## src/rtl/core/smcoo_pkg.sv

```systemverilog
// Shared types and codes for the sparse coordinate-list matrix adder.
package smcoo_pkg;

    localparam int DIM_W   = 17;
    localparam int IDX16_W = 16;
    localparam int VAL_W   = 32;
    localparam int ENTRY_W = 2 * IDX16_W + VAL_W;

    localparam logic [DIM_W-1:0] DIM_RESET = 17'd65536;

    // request commands
    localparam logic [1:0] CMD_LOAD_FIRST  = 2'd0;
    localparam logic [1:0] CMD_LOAD_SECOND = 2'd1;
    localparam logic [1:0] CMD_MERGE       = 2'd2;
    localparam logic [1:0] CMD_NONE        = 2'd3;

    // result status codes
    localparam logic [1:0] STATUS_ENTRY    = 2'd0;
    localparam logic [1:0] STATUS_MISMATCH = 2'd1;
    localparam logic [1:0] STATUS_EMPTY    = 2'd2;
    localparam logic [1:0] STATUS_OVERFLOW = 2'd3;

    // configuration register indexes (word address)
    localparam logic [1:0] REG_ROWS_A = 2'd0;
    localparam logic [1:0] REG_COLS_A = 2'd1;
    localparam logic [1:0] REG_ROWS_B = 2'd2;
    localparam logic [1:0] REG_COLS_B = 2'd3;

    typedef struct packed {
        logic [1:0]               cmd;
        logic [IDX16_W-1:0]       row;
        logic [IDX16_W-1:0]       col;
        logic signed [VAL_W-1:0]  value;
    } in_item_t;

    typedef struct packed {
        logic [IDX16_W-1:0]       out_row;
        logic [IDX16_W-1:0]       out_col;
        logic signed [VAL_W-1:0]  out_value;
        logic [1:0]               status;
        logic                     last;
    } out_item_t;

    typedef struct packed {
        logic [DIM_W-1:0] rows_a;
        logic [DIM_W-1:0] cols_a;
        logic [DIM_W-1:0] rows_b;
        logic [DIM_W-1:0] cols_b;
    } dims_t;

    typedef enum logic [1:0] {
        ST_IDLE,
        ST_FETCH,
        ST_MERGE
    } ctrl_state_t;

    // controller to datapath
    typedef struct packed {
        logic load_first;
        logic load_second;
        logic clear;
        logic emit_err;
        logic emit_merge;
    } dp_cmd_t;

    // datapath to controller
    typedef struct packed {
        logic [1:0] err;
        logic       merge_last;
        logic       out_free;
    } dp_status_t;

endpackage

```

## src/rtl/core/smcoo_ctrl.sv

```systemverilog
// Controller state machine for the coordinate-list matrix adder.
module smcoo_ctrl (
    input  logic                  clk,
    input  logic                  rst_n,
    input  logic                  req_valid,
    input  logic [1:0]            req_cmd,
    output logic                  req_stall,
    input  smcoo_pkg::dp_status_t status,
    output smcoo_pkg::dp_cmd_t    cmd
);
    import smcoo_pkg::*;

    ctrl_state_t state_reg;
    ctrl_state_t state_next;

    always_ff @(posedge clk or negedge rst_n)
    begin
        if (!rst_n)
        begin
            state_reg <= ST_IDLE;
        end
        else
        begin
            state_reg <= state_next;
        end
    end

    // next state
    always_comb
    begin
        state_next = state_reg;
        unique case (state_reg)
            ST_IDLE:
            begin
                if (req_valid && (req_cmd == CMD_MERGE))
                begin
                    state_next = ST_FETCH;
                end
            end
            ST_FETCH:
            begin
                if (status.err != STATUS_ENTRY)
                begin
                    if (status.out_free)
                    begin
                        state_next = ST_IDLE;
                    end
                end
                else
                begin
                    state_next = ST_MERGE;
                end
            end
            ST_MERGE:
            begin
                if (status.out_free && status.merge_last)
                begin
                    state_next = ST_IDLE;
                end
            end
            default:
            begin
                state_next = ST_IDLE;
            end
        endcase
    end

    // outputs
    always_comb
    begin
        req_stall = 1'b1;
        cmd       = '0;
        unique case (state_reg)
            ST_IDLE:
            begin
                req_stall       = 1'b0;
                cmd.load_first  = req_valid && (req_cmd == CMD_LOAD_FIRST);
                cmd.load_second = req_valid && (req_cmd == CMD_LOAD_SECOND);
            end
            ST_FETCH:
            begin
                if ((status.err != STATUS_ENTRY) && status.out_free)
                begin
                    cmd.emit_err = 1'b1;
                    cmd.clear    = 1'b1;
                end
            end
            ST_MERGE:
            begin
                if (status.out_free)
                begin
                    cmd.emit_merge = 1'b1;
                    cmd.clear      = status.merge_last;
                end
            end
            default:
            begin
                req_stall = 1'b1;
            end
        endcase
    end

endmodule

```

## config.mk

```make
export PLATFORM = sky130hd
export DESIGN_NAME = smcoo_ctrl
export DESIGN_NICKNAME = d
export VERILOG_FILES = /design/src/rtl/core/smcoo_pkg.sv /design/src/rtl/core/smcoo_ctrl.sv
export SDC_FILE = /design/constraint.sdc
export NUM_CORES = 1
export LEC_CHECK = 0
export ABC_CLOCK_PERIOD_IN_PS = 3800
export BUFFER_PORTS_ARGS = -buffer_cell sky130_fd_sc_hd__buf_4
export CELL_PAD_IN_SITES_DETAIL_PLACEMENT = 0
export CELL_PAD_IN_SITES_GLOBAL_PLACEMENT = 1
export CORE_AREA = 4 4 41 43
export CTS_BUF_LIST = sky130_fd_sc_hd__clkbuf_4
export DETAILED_ROUTE_END_ITERATION = 8
export DIE_AREA = 0 0 45 47
export GPL_TIMING_DRIVEN = 0
export PLACE_DENSITY_LB_ADDON = 0.1
export SYNTH_ARGS = -nofsm -noshare
export SYNTH_HDL_FRONTEND = slang
export SYNTH_SLANG_ARGS = --single-unit
```

## constraint.sdc

```tcl
create_clock -name clk -period 3.8 [get_ports clk]
set_input_delay 0 -clock clk [delete_from_list [all_inputs] [get_ports clk]]
set_output_delay 0 -clock clk [all_outputs]
set_load 0.005 [all_outputs]
```

# --- Word-level counts from Yosys, hierarchy flattened ---
# Cells that the tools add are included.
# W data, S select, Z words.
totals:
  register_bits: 2
  in_bits: 9
  out_inout_bits: 6
  wordCells: 30
classes:
  n_eq_ne: 7
  muxes: 13
  reduce_logical: 9
ops:
  columns: ["operator", "count"]
  rows:
  - ["$mux W2", 6]
  - ["$pmux W2 S3", 1]
  - ["$logic_and A1 B1 Y1", 5]
  - ["$mux W1", 5]
  - ["$eq A2 B1 Y1 const B", 2]
  - ["$eq A2 B2 Y1 const B", 2]
  - ["$logic_not A2 Y1", 2]
  - ["$ne A2 B2 Y1 const B", 2]
  - ["$ne A3 B3 Y1 const B", 1]
  - ["$reduce_and A3 Y1", 1]
  - ["$pmux W1 S2", 1]
  - ["$reduce_bool A2 Y1", 1]

# --- Longest topological paths before layout ---
# Gate-level depths: netlist (run 1).
logic_depth:
  ltp_word: 4
  ltp_mapped: 5

# --- Least setup slack after synthesis (run 1) ---
# No wires, ideal clock.
synth_path:
  kind: "register to register"
  startpoint: "register state_reg[0]"
  endpoint: "register state_reg[1]"
  setup_ns: 0.079
  t_arrival_ns: 1.321
  required_time_ns: 3.721
  slack_ns: 2.400
  stages_incl_launch_ff: 5
  path_buffers: 0
  path_cell_list: "dfrtp_1 -> ha_1 -> o21a_1 -> a222oi_1 -> mux2i_1"
synth_via:
  elab_chain_len: 3
  elab_cells_between_ends: 8
synth_rtl:
  columns: ["element", "line", "text"]
  rows:
  - ["start, declared", "smcoo_ctrl.sv:13", "ctrl_state_t state_reg;"]
  - ["start signal, assigned", "smcoo_ctrl.sv:24", "state_reg <= state_next;"]
  - ["$eq A2 B1 Y1 (tied with other cells)", "smcoo_ctrl.sv:32", "unique case (state_reg)"]
  - ["$ne A3 B3 Y1 (no source line) / $ne A2 B2 Y1 (equally long branches)", null, null]
  - ["$reduce_and A3 Y1 (no source line)", null, null]
# Several ways; a longest one is shown, not always the timed one.
# A chain may end at the register's enable or synchronous reset.

# --- Worst setup path in the final report (run 1) ---
# Same ends and word-level chain as after synthesis.

==> impl_metrics.csv, run 1 <==
group,metric,value,unit
pwr,sw_frac_of_total,36.7,%
final_layout,fillers,158,
pwr,peakVddDrop,182,uV
final_layout,nNetsFinal,59,
pwr,clkPwrFrac,20.7,%
global_route,grt_pass1_wl,800,microns
yosys,synthCells,27,
global_route,grtUsageTotal,5.53,%
run_status,status,"finished clean",
worst_setup_path,reg2reg_depth,4,
pwr,pwr-share-seq,17.7,%
worst_setup_path,reg2reg_to,"state_reg[1]",
clock_tree,cts_made_buffers,3,
worst_hold_path,hold_class,"primary input to flip-flop",
worst_hold_path,whs_path_depth,4,
global_route,grt_max_degree,5,
yosys,synth-seq-cells,2,
global_route,grt_antenna_before_repair,0,
sta,rsz0062_at_grt,"no",
sta,clock_skew,0.000643,ns
worst_setup_path,critPathKind,"flip-flop to flip-flop",
pwr,power_leakage,0.192,nW
route,viasPerCell,4.15,
clock_tree,cts_buffer_depth,2,
final_layout,largest_reg_flops,2,
worst_setup_path,worst_setup_path_end_kind,"flip-flop",
sta,worstMarginPinSlew,0.439,ns
route,detail_route.wl_per_cell,9.32,microns
sta,fin_crit,1.52,ns
route,routed_wl,559,microns
clock_tree,clk_pin_slew,0.03,ns
worst_setup_path,ff2ff_setup_slack,2.28,ns
yosys,syn_nets,39,
place,place_area,337,sq um
worst_setup_path,rr_startpoint,"state_reg[0]",
final_layout,area_growth,73.5,%
worst_hold_path,hold_end,"state_reg[1]",
sta,slew_headroom,70.7,%
yosys,yosysSeqAreaShare,23.5,%
die,core_area,1300,sq um
pwr,p_switching,0.0000812,W
die,ioPinCount,15,
yosys,yosysWarnings,0,
worst_hold_path,min_from,"status[2]",
place,place_congestion,0.788,
pwr,p_int,0.000140,W
die,initial_core_util,16.3,%
run,maxCapViolCount,0,
yosys,postSynthAreaPerCell,7.88,sq um
clock_tree,htreeDepth,1,
clock_tree,root_buffer,"clkbuf_4",
yosys,yosysUniqueCellTypes,16,
route,drcViolationCount,0,
worst_setup_path,required,3.94,ns
die,die_w,45,microns
global_route,grt.overflow.total,0,
sta,fin_tns_setup,0,ns
yosys,synthTopCellsByArea,"dfrtp_1, ha_1, nand2_1, inv_1, a222oi_1",
clock_tree,clkLatencyLatePin,0.22,ns
yosys,yosysTopAreaCell,"dfrtp_1",
place,pre_cts_ws,2.26,ns
sta,layout_setup_ws,2.28,ns
sta,slew_viol_final,0,
die,dieArea,2120,sq um
sta,fmax,0.659,GHz
place,hpwlAfterDp,481,microns
yosys,syn-cell-area,213,sq um
route,via_count,249,
die,die_y,47,microns
sta,finalHoldViolCount,0,
clock_tree,post-cts-setup-buffer-count,0,
sta,setup_violations,0,
die,num_rows,13,
pwr,power.density,600,nW/um^2
worst_setup_path,start_kind,"flip-flop",
worst_setup_path,path_max_fanout,3,
place,io_buffers,14,
route,antenna_left,0,
sta,period_share,39.9,%
route,dr.first_iter.drc_count,4,
final_layout,drive_above_1_share,40.0,%
worst_setup_path,critPathArrivalTime,1.66,ns
yosys,yosysTopAreaCellShare,23.5,%
clock_tree,cts_sinks,2,
route,first_pass_iters,4,
final_layout,antenna_cells,0,
clock_tree,tritoncts,"built",
final_layout,utilization,28.4,%
pwr,comb_power_share,61.5,%
final_layout,stdcell_area,369,sq um
global_route,first_global_vias,213,
-- worst max path at each step --
stage               cells after the start    startpoint           end
floorplan                               4  state_reg[0]  state_reg[1]
global placement                        4  state_reg[0]  state_reg[1]
detailed placement                      5  state_reg[1]  state_reg[1]
CTS                                     5  state_reg[1]  state_reg[1]
global route                            5  state_reg[1]  state_reg[1]
finish                                  4  state_reg[0]  state_reg[1]
-- Yosys cell counts --
library cell and number:
and2_1 1, a222oi_1 1, o21a_1 1, nand2_1 5, dfrtp_1 2, a21oi_1 1, nor2_1 2, ha_1 3
o22a_1 1, a22o_2 1, nor4b_1 1, nand3b_1 1, nor3_1 1, o21ai_0 1, mux2i_1 1, inv_1 4
-- critical path, cell delays in order, from the launching register on --
cell and delay, ns:
dfrtp_1 0.38, ha_1 0.23, o21a_1 0.12, a222oi_1 0.46
mux2i_1 0.24
-- power groups by stage --
stage               Clock [W]  Sequential, W  Combinational (W)
finish              0.0000459      0.0000393           0.000136
global route        0.0000480      0.0000410           0.000155
CTS                 0.0000491      0.0000394           0.000141
detailed placement          0      0.0000396           0.000140
global placement            0      0.0000394           0.000140
floorplan                   0      0.0000380          0.0000873
-- what timing repair did --
item,CTS,global route
gates resized for setup,0,0
endpoints found under the hold margin,2,0
hold buffers,1,0
-- cell families (layout without fill, tap and decap cells) --
logic type | count (synthesis) | in the layout | share of synthesized area [%]
buf+inv | 4 | 22 | 7.06
mux | 1 | 1 | 4.71
compound gates | 6 | 6 | 21.8
flops | 2 | 2 | 23.5
fa+ha+maj | 3 | 3 | 17.6
simple gates | 11 | 11 | 25.3
-- through the flow --
step	hold WS, ns	cells	power, W
after floorplan	-0.296	27	0.000125
after global placement	-0.217	56	0.000180
after detailed placement	-0.216	56	0.000180
final	0.0662	60	0.000221
after global routing	0.0952	60	0.000244
after CTS	0.0670	60	0.000230
-- cell usage in the layout, fill, tap and decap left out, types with 2 or more instances in the layout --
master / count
buf_4: 14
clkbuf_4: 3
dfrtp_1: 2
ha_1: 3
inv_1: 4
nand2_1: 5
nor2_1: 2
-- routing by layer --
metal	GRT usage, %	vias up	routed length (microns)
met5	0	-	0
met4	5.26	0	0
met3	1.92	0	79
met2	7.91	14	225
met1	6.36	103	254
li1	-	132	-
-- final cells by class --
cell class                 count  area [sq um]  share of cell area, %
sequential                     2          50.0                   13.6
clock buffer                   3          22.5                   6.10
inverter                       4          15.0                   4.07
tap                           15          18.8                   5.08
timing repair buffer          15           115                   31.2
multi-input combinational     21           148                   40.0
No activity file was read; power rests on OpenSTA's default activity.
==> run 2: changes to the inputs <==
ABC_CLOCK_PERIOD_IN_PS = 1400   (was 3800)
clock period = 1.4 ns   (was 3.8 ns; I/O delays follow)
==> impl_metrics.csv, run 2 (synthesis results as in run 1) <==
group,metric,value,unit
run,maxCapViolCount,0,
route,detail_route.wl_per_cell,9.70,microns
pwr,sw_frac_of_total,37.0,%
route,first_pass_iters,4,
global_route,grt.overflow.total,0,
global_route,grtUsageTotal,6.24,%
worst_setup_path,required,1.54,ns
route,via_count,265,
global_route,grt_max_degree,5,
final_layout,area_growth,97.6,%
die,dieArea,2120,sq um
worst_setup_path,critPathKind,"flip-flop to flip-flop",
die,core_area,1300,sq um
place,hpwlAfterDp,473,microns
pwr,pwr-share-seq,15.7,%
global_route,first_global_vias,249,
pwr,clkPwrFrac,17.3,%
worst_setup_path,reg2reg_depth,5,
final_layout,antenna_cells,0,
clock_tree,cts_buffer_depth,2,
sta,holdWs,0.0745,ns
pwr,p_switching,0.000272,W
pwr,p_int,0.000462,W
die,ioPinCount,15,
route,drcViolationCount,0,
place,pre_cts_ws,-0.131,ns
worst_setup_path,max_stage_delay,0.41,ns
worst_hold_path,hold_class,"primary input to flip-flop",
final_layout,layout_common_cells,"buf_4, nand2_1, inv_1, clkbuf_4",
worst_setup_path,worst_setup_path_end_kind,"flip-flop",
sta,period_share,102,%
worst_setup_path,critPathArrivalTime,1.57,ns
worst_setup_path,path_max_fanout,3,
sta,fin_crit,1.43,ns
final_layout,drive_above_1_share,56.3,%
worst_setup_path,reg2reg_to,"state_reg[1]",
worst_setup_path,worst_path_max_delay_cell,"dfrtp_1",
run_status,status,"complete, but fails checks",
clock_tree,clk_pin_slew,0.03,ns
worst_setup_path,cp_cell_sequence,"ha_4 > o21a_1 > a222oi_1 > buf_4 > mux2i_1",
worst_hold_path,hold_end,"state_reg[1]",
clock_tree,htreeDepth,1,
route,antenna_left,0,
place,dp_cells,56,
clock_tree,tritoncts,"built",
route,routed_wl,611,microns
worst_setup_path,rr_startpoint,"state_reg[0]",
worst_setup_path,start_kind,"flip-flop",
pwr,power_leakage,0.208,nW
route,viasPerCell,4.21,
place,io_buffers,14,
final_layout,nNetsFinal,62,
route,dr.first_iter.drc_count,3,
global_route,grt_antenna_before_repair,0,
sta,finalHoldViolCount,0,
pwr,comb_power_share,67.0,%
final_layout,final_cells,63,
worst_hold_path,min_from,"status[2]",
sta,setup_violations,2,
sta,fmax,0.699,GHz
die,num_rows,13,
place,place_area,337,sq um
die,initial_core_util,16.3,%
place,place_congestion,0.788,
sta,slew_viol_final,0,
sta,slew_headroom,82.5,%
pwr,power.density,1750,nW/um^2
pwr,peakVddDrop,614,uV
global_route,grt_pass1_wl,917,microns
run_status,violations,"setup timing",
clock_tree,clkLatencyLatePin,0.22,ns
worst_hold_path,whs_path_depth,4,
clock_tree,cts_made_buffers,3,
die,die_w,45,microns
final_layout,stdcell_area,420,sq um
sta,rsz0062_at_grt,"yes",
final_layout,final_common_cell,"buf_4",
sta,worstMarginPinSlew,0.262,ns
sta,clock_skew,0.000384,ns
clock_tree,root_buffer,"clkbuf_4",
final_layout,largest_reg_flops,2,
worst_setup_path,ff2ff_setup_slack,-0.03,ns
clock_tree,cts_sinks,2,
sta,layout_setup_ws,-0.0303,ns
die,die_y,47,microns
## run 2: changes by cell type in the layout (fill, tap and decap cells not counted), sizes merged
cell,delta
buf,+3
## run 2: what timing repair did
item	in CTS	in global routing
gates resized for setup	6	1
setup buffers	2	1
setup endpoints to repair	3	4
pin swaps	2	1
hold buffers	1	0
hold endpoints to repair	2	0
## run 2: layout make-up
class | count | area, sq um
Clock buffer | 3 | 22.5
Fill cell | 147 | 881
Inverter | 4 | 15.0
Multi-Input combinational cell | 21 | 176
Sequential cell | 2 | 50.0
Tap cell | 15 | 18.8
Timing Repair Buffer | 18 | 138
## run 2: worst max path at each step
stage | start | end | slack (ns) | cells after the start
2_1_floorplan | state_reg[0] | state_reg[1] | 0.02 | 4
3_3_place_gp | state_reg[0] | state_reg[1] | -0.13 | 4
3_5_place_dp | state_reg[0] | state_reg[1] | -0.13 | 4
4_1_cts | state_reg[0] | state_reg[1] | -0.06 | 5
5_1_grt | state_reg[0] | state_reg[1] | -0.11 | 5
6_report | state_reg[0] | state_reg[1] | -0.03 | 5
## run 2: worst max-delay path, delay by kind of cell, from the launching register on
family          cells  cell delay (ns)
flops               1             0.41
compound gates      2             0.41
mux                 1             0.18
fa+ha+maj           1             0.17
buf+inv             1             0.17
## run 2: layer usage
metal / vias up / wire [microns] / track usage, %
li1: 138 / - / -
met1: 113 / 277 / 8.18
met2: 14 / 260 / 8.76
met3: 0 / 73 / 1.15
met4: 0 / 0 / 5.26
met5: - / 0 / 0
## run 2: power by group through the flow
stage / combinational [W] / clock [W] / sequential (W)
after detailed placement: 0.000382 / 0 / 0.000107
after global placement: 0.000381 / 0 / 0.000107
after global routing: 0.000543 / 0.000133 / 0.000119
after CTS: 0.000472 / 0.000136 / 0.000115
final: 0.000492 / 0.000127 / 0.000115
after floorplan: 0.000237 / 0 / 0.000103
## run 2: metrics by stage
| step | power (W) | setup TNS, ns | util (%) |
|---|---|---|---|
| floorplan | 0.000340 | 0 | - |
| global placement | 0.000488 | -0.219 | 25.9 |
| detailed placement | 0.000489 | -0.214 | 25.9 |
| CTS | 0.000723 | -0.0874 | 31.3 |
| global route | 0.000795 | -0.240 | 32.3 |
| finish | 0.000734 | -0.0467 | 32.3 |
==> run 3: changes to the inputs <==
PLACE_DENSITY = 0.53   (was default)
PLACE_DENSITY_LB_ADDON = default   (was 0.1)
TNS_END_PERCENT = 100   (was default)
==> impl_metrics.csv, run 3 (synthesis results as in run 1) <==
group,metric,value,unit
run_status,status,"complete, but fails checks",
run_status,violations,"setup timing",
clock_tree,cts_sinks,2,
sta,fin_crit,1.44,ns
die,die_w,45,microns
global_route,grt_pass1_wl,1020,microns
worst_setup_path,critPathArrivalTime,1.58,ns
route,dr.first_iter.drc_count,7,
sta,slew_viol_final,0,
sta,clock_skew,0.000230,ns
worst_setup_path,worst_setup_path_end_kind,"flip-flop",
global_route,top_usage_layer,"met2",
pwr,power_leakage,0.201,nW
global_route,grt_max_degree,5,
route,detail_route.wl_per_cell,11.2,microns
route,routed_wl,692,microns
clock_tree,cts_buffer_depth,2,
worst_setup_path,crit_buf_inv,0,
clock_tree,root_buffer,"clkbuf_4",
clock_tree,clkLatencyLatePin,0.22,ns
route,antenna_left,0,
die,dieArea,2120,sq um
worst_setup_path,worst_path_max_delay_cell,"dfrtp_2",
final_layout,antenna_cells,0,
place,io_buffers,14,
place,hpwlAfterDp,539,microns
die,die_y,47,microns
sta,layout_setup_ws,-0.0398,ns
sta,holdWs,0.0792,ns
global_route,met1_usage,5.68,%
sta,period_share,103,%
global_route,use_met2,12.4,%
clock_tree,tritoncts,"built",
pwr,peakVddDrop,695,uV
final_layout,nNetsFinal,61,
worst_setup_path,cp_cell_sequence,"ha_4 > o21a_1 > a222oi_1 > mux2i_1",
final_layout,drive_above_1_share,59.6,%
final_layout,final_common_cell,"buf_4",
sta,fmax,0.695,GHz
sta,finalHoldViolCount,0,
clock_tree,clk_pin_slew,0.03,ns
sta,worstMarginPinSlew,0.409,ns
route,viasPerCell,4.44,
place,place_area,337,sq um
global_route,met3_usage,3.83,%
run,maxCapViolCount,0,
worst_setup_path,path_max_fanout,3,
sta,setup_violations,2,
global_route,grt.overflow.total,0,
global_route,grtUsageTotal,7.19,%
route,via_count,275,
die,num_rows,13,
final_layout,area_growth,94.7,%
final_layout,largest_reg_flops,2,
worst_setup_path,max_stage_delay,0.43,ns
sta,slew_headroom,72.7,%
final_layout,stdcell_area,414,sq um
route,drcViolationCount,0,
clock_tree,cts_made_buffers,3,
worst_setup_path,required,1.54,ns
die,core_area,1300,sq um
worst_setup_path,critPathKind,"flip-flop to flip-flop",
worst_setup_path,start_kind,"flip-flop",
final_layout,layout_common_cells,"buf_4, nand2_1, clkbuf_4",
global_route,first_global_vias,276,
route,first_pass_iters,6,
sta,rsz0062_at_grt,"yes",
die,ioPinCount,15,
place,place_congestion,0.678,
clock_tree,htreeDepth,1,
worst_hold_path,hold_class,"primary input to flip-flop",
pwr,power.density,1720,nW/um^2
die,initial_core_util,16.3,%
pwr,power,0.000711,W
worst_setup_path,cpLargestDelayFamily,"compound AO/OA/AOI/OAI gates",
final_layout,fillers,162,
global_route,grt_antenna_before_repair,0,
-- run 3: metrics by stage --
step / utilization [%] / setup TNS [ns] / cells / worst slack [ns]
floorplan: - / 0 / 27 / 0.0187
finish: 31.8 / -0.0528 / 62 / -0.0398
detailed placement: 25.9 / -0.145 / 56 / -0.0909
CTS: 31.3 / -0.128 / 62 / -0.0640
global placement: 25.9 / -0.170 / 56 / -0.110
global route: 31.8 / -0.298 / 62 / -0.118
-- run 3: worst paths after layout --
kind / from / to / slack [ns] / cells after the start
min reg2reg: state_reg[0] / state_reg[0] / 0.57 / 1
max: state_reg[0] / state_reg[1] / -0.04 / 4
min: status[2] / state_reg[1] / 0.08 / 4
min in group asynchronous: rst_n / state_reg[1] / 0.09 / 2
max reg2reg: state_reg[0] / state_reg[1] / -0.04 / 4
max in group asynchronous: rst_n / state_reg[0] / 1.21 / 2
-- run 3: per-layer routing --
layer | up-vias | routed length (microns)
li1 | 134 | -
met1 | 134 | 233
met2 | 7 | 414
met3 | 0 | 44
met4 | 0 | 0
met5 | - | 0
-- run 3: final cells by class --
cell class	instances	area, sq um	share of cell area (%)
repair buffers	17	130	31.4
clock buffers	3	22.5	5.44
flip-flops and latches	2	51.3	12.4
inverters	4	15.0	3.63
multi-input cells	21	176	42.6
well taps	15	18.8	4.53
-- run 3: worst min-delay path, stage by stage --
cell and delay [ns]:
buf_4 0.09, nor2_1 0.03, nand2_1 0.06, mux2i_1 0.07
-- run 3: where the power goes --
part	leakage, nW	internal [W]	total [W]	switching (W)
clock network	0.0138	0.0000946	0.000127	0.0000326
registers	0.0246	0.0000909	0.000124	0.0000328
logic	0.162	0.000257	0.000460	0.000203
-- run 3: what timing repair did --
item | 4_1_cts | 5_1_grt
buffers inserted | 2 | 0
pin swaps | 2 | 4
endpoints found under the hold margin | 2 | 0
hold buffers | 1 | 0
setup endpoints to repair | 3 | 4
gates resized for setup | 6 | 3
gates cloned | 0 | 0
